File: src/rtl/rpn_pkg.sv
`default_nettype none

package rpn_pkg;

  localparam int DEPTH_DEF = 64;
  localparam int FRAC_DEF  = 32;

  typedef logic [2:0] func_t;
  typedef logic [2:0] status_t;

  // token kinds
  localparam func_t FN_PUSH = 3'd0;
  localparam func_t FN_ADD  = 3'd1;
  localparam func_t FN_SUB  = 3'd2;
  localparam func_t FN_MUL  = 3'd3;
  localparam func_t FN_DIV  = 3'd4;

  // result status codes
  localparam status_t STAT_OK      = 3'd0;
  localparam status_t STAT_EMPTY   = 3'd1;
  localparam status_t STAT_DIVZERO = 3'd2;
  localparam status_t STAT_FULL    = 3'd3;
  localparam status_t STAT_SAT     = 3'd4;

  localparam logic [63:0] Q_MAX = 64'h7FFF_FFFF_FFFF_FFFF;
  localparam logic [63:0] Q_MIN = 64'h8000_0000_0000_0000;

  typedef enum logic [2:0] {
    ST_IDLE,
    ST_EXEC,
    ST_MUL,
    ST_DIV,
    ST_EMIT
  } state_t;

  typedef struct packed {
    logic load;
    logic exec;
    logic emit;
  } cmd_t;

  typedef struct packed {
    logic last;
    logic go_mul;
    logic go_div;
    logic mul_done;
    logic div_done;
  } sts_t;

  function automatic logic [63:0] mag64(input logic [63:0] v);
    return v[63] ? (~v + 64'd1) : v;
  endfunction

  // Apply sign to a 128-bit magnitude; bit 64 of the result flags saturation.
  function automatic logic [64:0] fit_signed(input logic neg, input logic [127:0] mag);
    logic [63:0] lim;
    logic [64:0] res;
    lim = neg ? Q_MIN : Q_MAX;
    if (mag[127:64] != 64'd0 || mag[63:0] > lim) begin
      res = {1'b1, lim};
    end else begin
      res = {1'b0, (neg ? (~mag[63:0] + 64'd1) : mag[63:0])};
    end
    return res;
  endfunction

endpackage

`default_nettype wire

File: src/rtl/rpn_ctrl.sv
`default_nettype none

module rpn_ctrl (
  input  wire logic          clk,
  input  wire logic          rst_n,
  input  wire logic          in_valid,
  output logic               in_ready,
  output logic               out_valid,
  input  wire logic          out_ready,
  output rpn_pkg::cmd_t      cmd,
  input  wire rpn_pkg::sts_t sts
);
  import rpn_pkg::*;

  state_t state_r, state_nxt;
  logic   out_valid_r, out_valid_nxt;
  logic   out_free;

  assign out_free = !out_valid_r || out_ready;

  always_comb begin
    state_nxt = state_r;
    case (state_r)
      ST_IDLE: begin
        if (in_valid) begin
          state_nxt = ST_EXEC;
        end
      end
      ST_EXEC: begin
        if (sts.go_mul) begin
          state_nxt = ST_MUL;
        end else if (sts.go_div) begin
          state_nxt = ST_DIV;
        end else if (sts.last) begin
          state_nxt = ST_EMIT;
        end else begin
          state_nxt = ST_IDLE;
        end
      end
      ST_MUL: begin
        if (sts.mul_done) begin
          state_nxt = sts.last ? ST_EMIT : ST_IDLE;
        end
      end
      ST_DIV: begin
        if (sts.div_done) begin
          state_nxt = sts.last ? ST_EMIT : ST_IDLE;
        end
      end
      ST_EMIT: begin
        if (out_free) begin
          state_nxt = ST_IDLE;
        end
      end
      default: state_nxt = ST_IDLE;
    endcase
  end

  always_comb begin
    in_ready = state_r == ST_IDLE;
    cmd.load = (state_r == ST_IDLE) && in_valid;
    cmd.exec = state_r == ST_EXEC;
    cmd.emit = (state_r == ST_EMIT) && out_free;
  end

  always_comb begin
    out_valid_nxt = out_valid_r;
    if (cmd.emit) begin
      out_valid_nxt = 1'b1;
    end else if (out_ready) begin
      out_valid_nxt = 1'b0;
    end
  end

  always_ff @(posedge clk) begin
    if (!rst_n) begin
      state_r     <= ST_IDLE;
      out_valid_r <= 1'b0;
    end else begin
      state_r     <= state_nxt;
      out_valid_r <= out_valid_nxt;
    end
  end

  assign out_valid = out_valid_r;

  a_exec_after_accept: assert property (@(posedge clk) disable iff (!rst_n)
    (state_r == ST_EXEC) |-> $past(in_valid && in_ready))
    else $error("execute without an accepted item");

  a_no_stray_div: assert property (@(posedge clk) disable iff (!rst_n)
    (state_r == ST_MUL) |-> !sts.div_done)
    else $error("divider finished during multiply");

endmodule

`default_nettype wire

File: config.mk
export PLATFORM = sky130hd
export DESIGN_NAME = rpn_ctrl
export DESIGN_NICKNAME = d
export VERILOG_FILES = /design/src/rtl/rpn_pkg.sv /design/src/rtl/rpn_ctrl.sv
export SDC_FILE = /design/constraint.sdc
export NUM_CORES = 1
export LEC_CHECK = 0
export BUFFER_PORTS_ARGS = -buffer_cell sky130_fd_sc_hd__buf_2
export CORE_AREA = 2 2 39 41
export DETAILED_ROUTE_END_ITERATION = 10
export DIE_AREA = 0 0 41 43
export SLEW_MARGIN = 40
export SYNTH_ARGS = -nofsm -noshare
export SYNTH_HDL_FRONTEND = slang
export SYNTH_SLANG_ARGS = --single-unit
File: constraint.sdc
create_clock -name clk -period 1.3 [get_ports clk]
set_input_delay 0.065 -clock clk [delete_from_list [all_inputs] [get_ports clk]]
set_output_delay 0.065 -clock clk [all_outputs]
set_load 0.02 [all_outputs]
# Word level (Yosys, flattened, before mapping)
# Cells that the tools add are included.
dict set report totals {
  reg_bits 4
  in_bits 9
  out_inout_bits 5
  elab_cells 27
}
dict set report classes {
  eq_ne 8
  muxes 10
  n_reduce_logical 7
}
# cell count
set ops {}
lappend ops {{2-to-1 mux 3 bit} 7}
lappend ops {{one-hot mux 3 bit (5 select lines)} 1}
lappend ops {{inequality test 2 bit (second input constant)} 4}
lappend ops {{equality test 3 x 2 -> 1 bit (second input constant)} 2}
lappend ops {{AND reduction 4 bit} 1}
lappend ops {{equality test 3 x 1 -> 1 bit (second input constant)} 1}
lappend ops {{equality test 3 bit (second input constant)} 1}
lappend ops {{zero test 3 bit} 1}
lappend ops {{logical AND 1 bit} 2}
lappend ops {{2-to-1 mux 1 bit} 2}
lappend ops {{nonzero test 2 bit} 1}
lappend ops {{zero test 1 bit} 1}
lappend ops {{logical OR 1 bit} 1}

# Depth between registers and ports, before layout
# Gate-level depths: netlist (run 1).
dict set report depth {
  ltp_word 4
  mapped_depth 4
  depth_no_buf 3
}

# Worst setup path after synthesis (run 1)
# OpenSTA, ideal clock, no wires.
dict set report synth_path {
  kind {flip-flop to output port}
  startpoint {register state_r[1]}
  endpoint {output cmd[2] (netlist bit)}
  arrival_ns 1.293
  required_time_ns 1.235
  slack_ns -0.058
  path_stages_with_launch 4
  n_path_buf 1
  cell_sequence {dfxtp_1 buf_2 nor3_1 and2_1}
}
# item line_no
set synth_lines {}
lappend synth_lines {{start, declared} rpn_ctrl.sv:15} ;# state_t state_r, state_nxt;
lappend synth_lines {{start signal, assigned} rpn_ctrl.sv:80} ;# state_r <= state_nxt;
lappend synth_lines {{end, declared} rpn_ctrl.sv:10} ;# output rpn_pkg::cmd_t cmd,

==> flow_summary.yaml, run 1 <==
run_status:
  status: "complete, no violations"
critical_path:
  crit_chain: "nor3b_4 -> nor2b_1 -> buf_2"
  arrival_ns: 1.13
  worst_path_max_delay_cell: "dfxtp_2"
  cp-start-kind: "flop"
  critical-path-top-delay-family: "flip-flops"
  end_kind: "output pin"
  path_buf_inv: 1
  crit_type: "reg2out"
  worst_ep_required_time_ns: 1.24
  cpPeakStageDelay_ns: 0.37
  cp_max_fo: 7
detailed_routing:
  ant_nets: 0
  wl_per_cell_um: 10.2
  drtIter0Drc: 13
  routed_wl_um: 611
  drt_pass1_iterations: 4
  drt-vias-per-instance: 4.37
  drc: 0
  vias: 262
timing:
  totalNegativeSetupSlack_ns: 0
  setup_viol: 0
  finalHoldViolCount: 0
  worstMarginPinSlew_ns: 0.216
  drv_slew: 0
  finalCritPeriodShare_pct: 91.7
  hold_ws_ns: 0.0612
  clock.fmax_mhz: 839
  skew_ns: 0.00178
  rsz0062_at_grt: "false"
  slew_headroom_pct: 85.5
  fin_crit_ns: 1.19
clock_network:
  clock_path_buffers: 2
  cts.clk_slew.worst_paths_ns: 0.04
  cts_max_level: 1
  clkLatencyLatePin_ns: 0.23
  cts_tree: "built"
  cts.sinks: 4
  ctsRootBufferMaster: "clkbuf_4"
  cts_buffers: 3
  holdBufCountCts: 0
grt:
  grt_max_degree: 11
  grt_pass1_vias: 249
  grtUsageTotal_pct: 7.72
  grt_pass1_wl_um: 903
  antenna_found_initial: 0
  grt-ovfl-total: 0
floorplanning:
  core_area_um2: 1380
  row_count: 14
  initial_core_util_pct: 19.3
  io-pin-count: 14
  fp.dieArea_um2: 1760
  die_y_um: 43
  dieWidth_um: 41
yosys:
  synth_ff_type: "dfxtp_1"
  syn-instance-count: 31
  netlist_area_um2: 268
  synthArstFlopShare_pct: 0
  yosys.area.top_type: "dfxtp_1"
  yosys-top-cells-area: "dfxtp_1 (30%), nor3b_2 (9.3%), nor2b_1 (7.0%)"
  synth-seq-cells: 4
  synth_top_area_share_pct: 29.9
  synth-edff-count: 0
  postSynthAreaPerCell_um2: 8.64
  yosys_warnings: 0
  synth_cell_type_count: 22
  ys_seq_area_share_pct: 29.9
  synth_fp_nets: 40
power_and_ir_drop:
  switching_power_w: 0.000120
  leakage_nw: 0.165
  sw_frac_of_total_pct: 29.8
  seq_power_share_pct: 37.9
  powerDensity_nw_per_um2: 1090
  power_frac_comb_pct: 23.6
  internal_power_w: 0.000281
  p_clk_share_pct: 38.5
  ir_worst_vdd_uv: 410
layout:
  n_antenna_cell: 0
  fillers: 152
  layout_common_cells: "buf_2 (13), nor2b_1 (3), clkbuf_4 (3), dfxtp_2 (3)"
  layout-drive-gt1-share_pct: 52.3
  nets: 55
  areaGrowthSynthToFinish_pct: 36.9
  layout_commonest_cell: "buf_2"
placed_design:
  dpl.hpwl_um: 483
  io_buffers: 13
  place_congestion: 0.792
job:
  drv_cap: 0
hold_path:
  hold_class: "in2reg"
[cells in the mapped netlist (2+ instances only)]
cell / n
nor3b_2: 2
nor2b_1: 3
nand2_1: 2
nor3_1: 3
dfxtp_1: 4
[final timing paths]
path,end,cells after the start,from,slack [ns]
max,cmd[0],3,state_r[0]$_SDFFE_PN0P_,0.11
min,out_valid$_SDFFE_PN0P_,2,rst_n,0.06
max reg2reg,state_r[1]$_SDFFE_PN0P_,3,state_r[0]$_SDFFE_PN0P_,0.26
min reg2reg,state_r[2]$_SDFFE_PN0P_,1,state_r[2]$_SDFFE_PN0P_,0.52
[state kept, by name, indices dropped and copies added (netlist names)]
register / cells
out_valid: 1
state_r: 3
[cells by family (layout without fill, tap and decap cells)]
family	Yosys count	in the layout	share of synthesized area, %
flip-flops	4	4	29.9
AND/OR/NAND/NOR	14	14	32.7
multiplexers	1	1	3.74
AO/OA/AOI/OAI	8	8	22.4
buffers and inverters	4	17	11.2
[power by group through the flow]
stage                     combinational (W)  clock [W]  sequential, W
after CTS                         0.0000950   0.000163       0.000148
after global placement            0.0000941          0       0.000149
after floorplan                   0.0000814          0       0.000136
final                             0.0000947   0.000154       0.000152
after global routing               0.000104   0.000170       0.000154
after detailed placement          0.0000944          0       0.000150
[stage by stage]
stage / setup WS, ns / total power (W) / area, um2 / util [%] / cells
finish: 0.108 / 0.000401 / 367 / 26.5 / 60
global route: 0.0470 / 0.000428 / 367 / 26.5 / 60
CTS: 0.0278 / 0.000406 / 357 / 25.8 / 60
detailed placement: 0.190 / 0.000244 / 334 / 24.1 / 57
global placement: 0.187 / 0.000243 / 334 / 24.1 / 57
floorplan: 0.154 / 0.000217 / 273 / - / 31
[metal layers]
| layer | wire (um) | part of all wire (%) | GRT usage (%) | up-vias |
|---|---|---|---|---|
| met5 | 0 | 0 | 0 | - |
| met4 | 0 | 0 | 6.00 | 0 |
| met3 | 76 | 12 | 3.66 | 0 |
| met2 | 258 | 42 | 10.0 | 12 |
| met1 | 276 | 45 | 9.27 | 113 |
| li1 | - | - | - | 137 |
[final cells by class]
| type | instances | area [um2] | share of cell area [%] |
|---|---|---|---|
| sequential | 4 | 83.8 | 22.9 |
| clock buffer | 3 | 22.5 | 6.14 |
| tap | 16 | 20.0 | 5.46 |
| inverter | 1 | 6.26 | 1.71 |
| timing repair buffer | 13 | 65.1 | 17.7 |
| multi-input combinational | 23 | 169 | 46.1 |
[repair_timing]
item	CTS	global route
setup endpoints to repair	0	1
buffers inserted	0	0
resized for setup	0	4
[worst register-to-register path, delay by kind of cell, from the launching register on]
family	cells	cell delay (ns)
flops	1	0.43
simple gates	1	0.34
compound gates	1	0.14
buf+inv	1	0.05
Power figures use the tool's default switching activity.
==> run 2: changes to the inputs <==
==> constraint.sdc (replaced) <==
create_clock -name clk -period 1.3 [get_ports clk]
set_input_delay 0 -clock clk [delete_from_list [all_inputs] [get_ports clk]]
set_output_delay 0 -clock clk [all_outputs]
set_load 0.02 [all_outputs]
==> flow_summary.yaml, run 2 (synthesis gave the netlist of run 1 again) <==
grt:
  grt_max_degree: 11
  grtUsageTotal_pct: 8.74
  grt-ovfl-total: 0
  grt_pass1_vias: 251
  grt_pass1_wl_um: 972
  antenna_found_initial: 0
power_and_ir_drop:
  powerDensity_nw_per_um2: 1100
  ir_worst_vdd_uv: 326
  leakage_nw: 0.169
detailed_routing:
  vias: 260
  drt_pass1_iterations: 4
  drt-vias-per-instance: 4.26
  wl_per_cell_um: 10.2
  drtIter0Drc: 1
  ant_nets: 0
  drc: 0
  routed_wl_um: 622
timing:
  setup_viol: 0
  rsz0062_at_grt: "false"
  finalHoldViolCount: 0
  finalCritPeriodShare_pct: 91.5
  fin_ws_ns: 0.110
  hold_ws_ns: 0.0381
  totalNegativeSetupSlack_ns: 0
  clock.fmax_mhz: 841
  worstMarginPinSlew_ns: 0.199
  skew_ns: 0.00581
  slew_headroom_pct: 86.3
  drv_slew: 0
  fin_crit_ns: 1.19
floorplanning:
  io-pin-count: 14
  core_area_um2: 1380
  fp.dieArea_um2: 1760
  initial_core_util_pct: 19.3
  row_count: 14
  dieWidth_um: 41
  die_y_um: 43
hold_path:
  hold_class: "in2reg"
placed_design:
  place_inst: 57
  preCtsSetupSlack_ns: 0.205
  place_congestion: 0.818
  dpl.hpwl_um: 490
  io_buffers: 13
  place_area_um2: 329
layout:
  nets: 56
  layout-drive-gt1-share_pct: 46.7
  layout_common_cells: "buf_2 (13), nor2b_1 (3), nor3_1 (3), clkbuf_4 (3)"
  regMostFlops: "state_r"
  largest_register_ffs: 3
  stdcell_count: 61
  areaGrowthSynthToFinish_pct: 36.0
  layout_commonest_cell: "buf_2"
  n_antenna_cell: 0
  fin_area_um2: 364
job:
  drv_cap: 0
clock_network:
  cts_setup_buffers: 0
  cts.clk_slew.worst_paths_ns: 0.04
  ctsRootBufferMaster: "clkbuf_4"
  cts_max_level: 1
  clkLatencyLatePin_ns: 0.24
  cts_tree: "built"
  cts.sinks: 4
  cts_buffers: 3
  clock_path_buffers: 2
critical_path:
  arrival_ns: 1.19
  cp_max_fo: 5
  worst_ep_required_time_ns: 1.30
  crit_type: "reg2out"
  cp-start-kind: "flop"
  end_kind: "output pin"
run_status:
  status: "complete, no violations"
-- run 2: metal layers --
| metal | vias to the layer above | track usage (%) | share of wire, % |
|---|---|---|---|
| li1 | 140 | - | - |
| met1 | 112 | 9.68 | 47 |
| met2 | 8 | 11.3 | 45 |
| met3 | 0 | 4.71 | 7.4 |
| met4 | 0 | 8.00 | 0 |
| met5 | - | 0 | 0 |
-- run 2: report_power, final --
group          internal [W]  switching (W)   total, W
logic             0.0000455      0.0000491  0.0000946
registers          0.000132      0.0000155   0.000148
clock network      0.000103      0.0000531   0.000157
total              0.000281       0.000118   0.000399
-- run 2: timing repair --
action	4_1_cts	5_1_grt
hold buffers	1	0
endpoints found under the hold margin	1	0
endpoints found under the setup margin	0	1
gates resized for setup	0	2
-- run 2: worst max-delay path: stages (launching register included) --
cell	delay [ns]
dfxtp_1	0.38
nor3b_2	0.26
nor2b_1	0.15
buf_2	0.16
-- run 2: area by class of cell --
cell class                 instances  area (um2)
inverter                           1        6.26
sequential                         4        82.6
clock buffer                       3        22.5
timing repair buffer              14        75.1
fill                             158        1020
multi-input combinational         23         158
tap                               16        20.0
-- run 2: final timing paths --
path,start,end,slack (ns),cells past startpoint
worst min-delay path,sts[4],state_r[2]$_SDFFE_PN0P_,0.04,3
worst max register to register,state_r[0]$_SDFFE_PN0P_,state_r[2]$_SDFFE_PN0P_,0.29,3
worst max-delay path,state_r[2]$_SDFFE_PN0P_,cmd[0],0.11,3
worst min register to register,state_r[1]$_SDFFE_PN0P_,state_r[1]$_SDFFE_PN0P_,0.52,2
-- run 2: per-stage QoR --
step                util, %  total power [W]
floorplan                 -         0.000215
global placement       23.8         0.000241
detailed placement     23.8         0.000241
CTS                    26.1         0.000406
global route           26.3         0.000426
finish                 26.3         0.000399
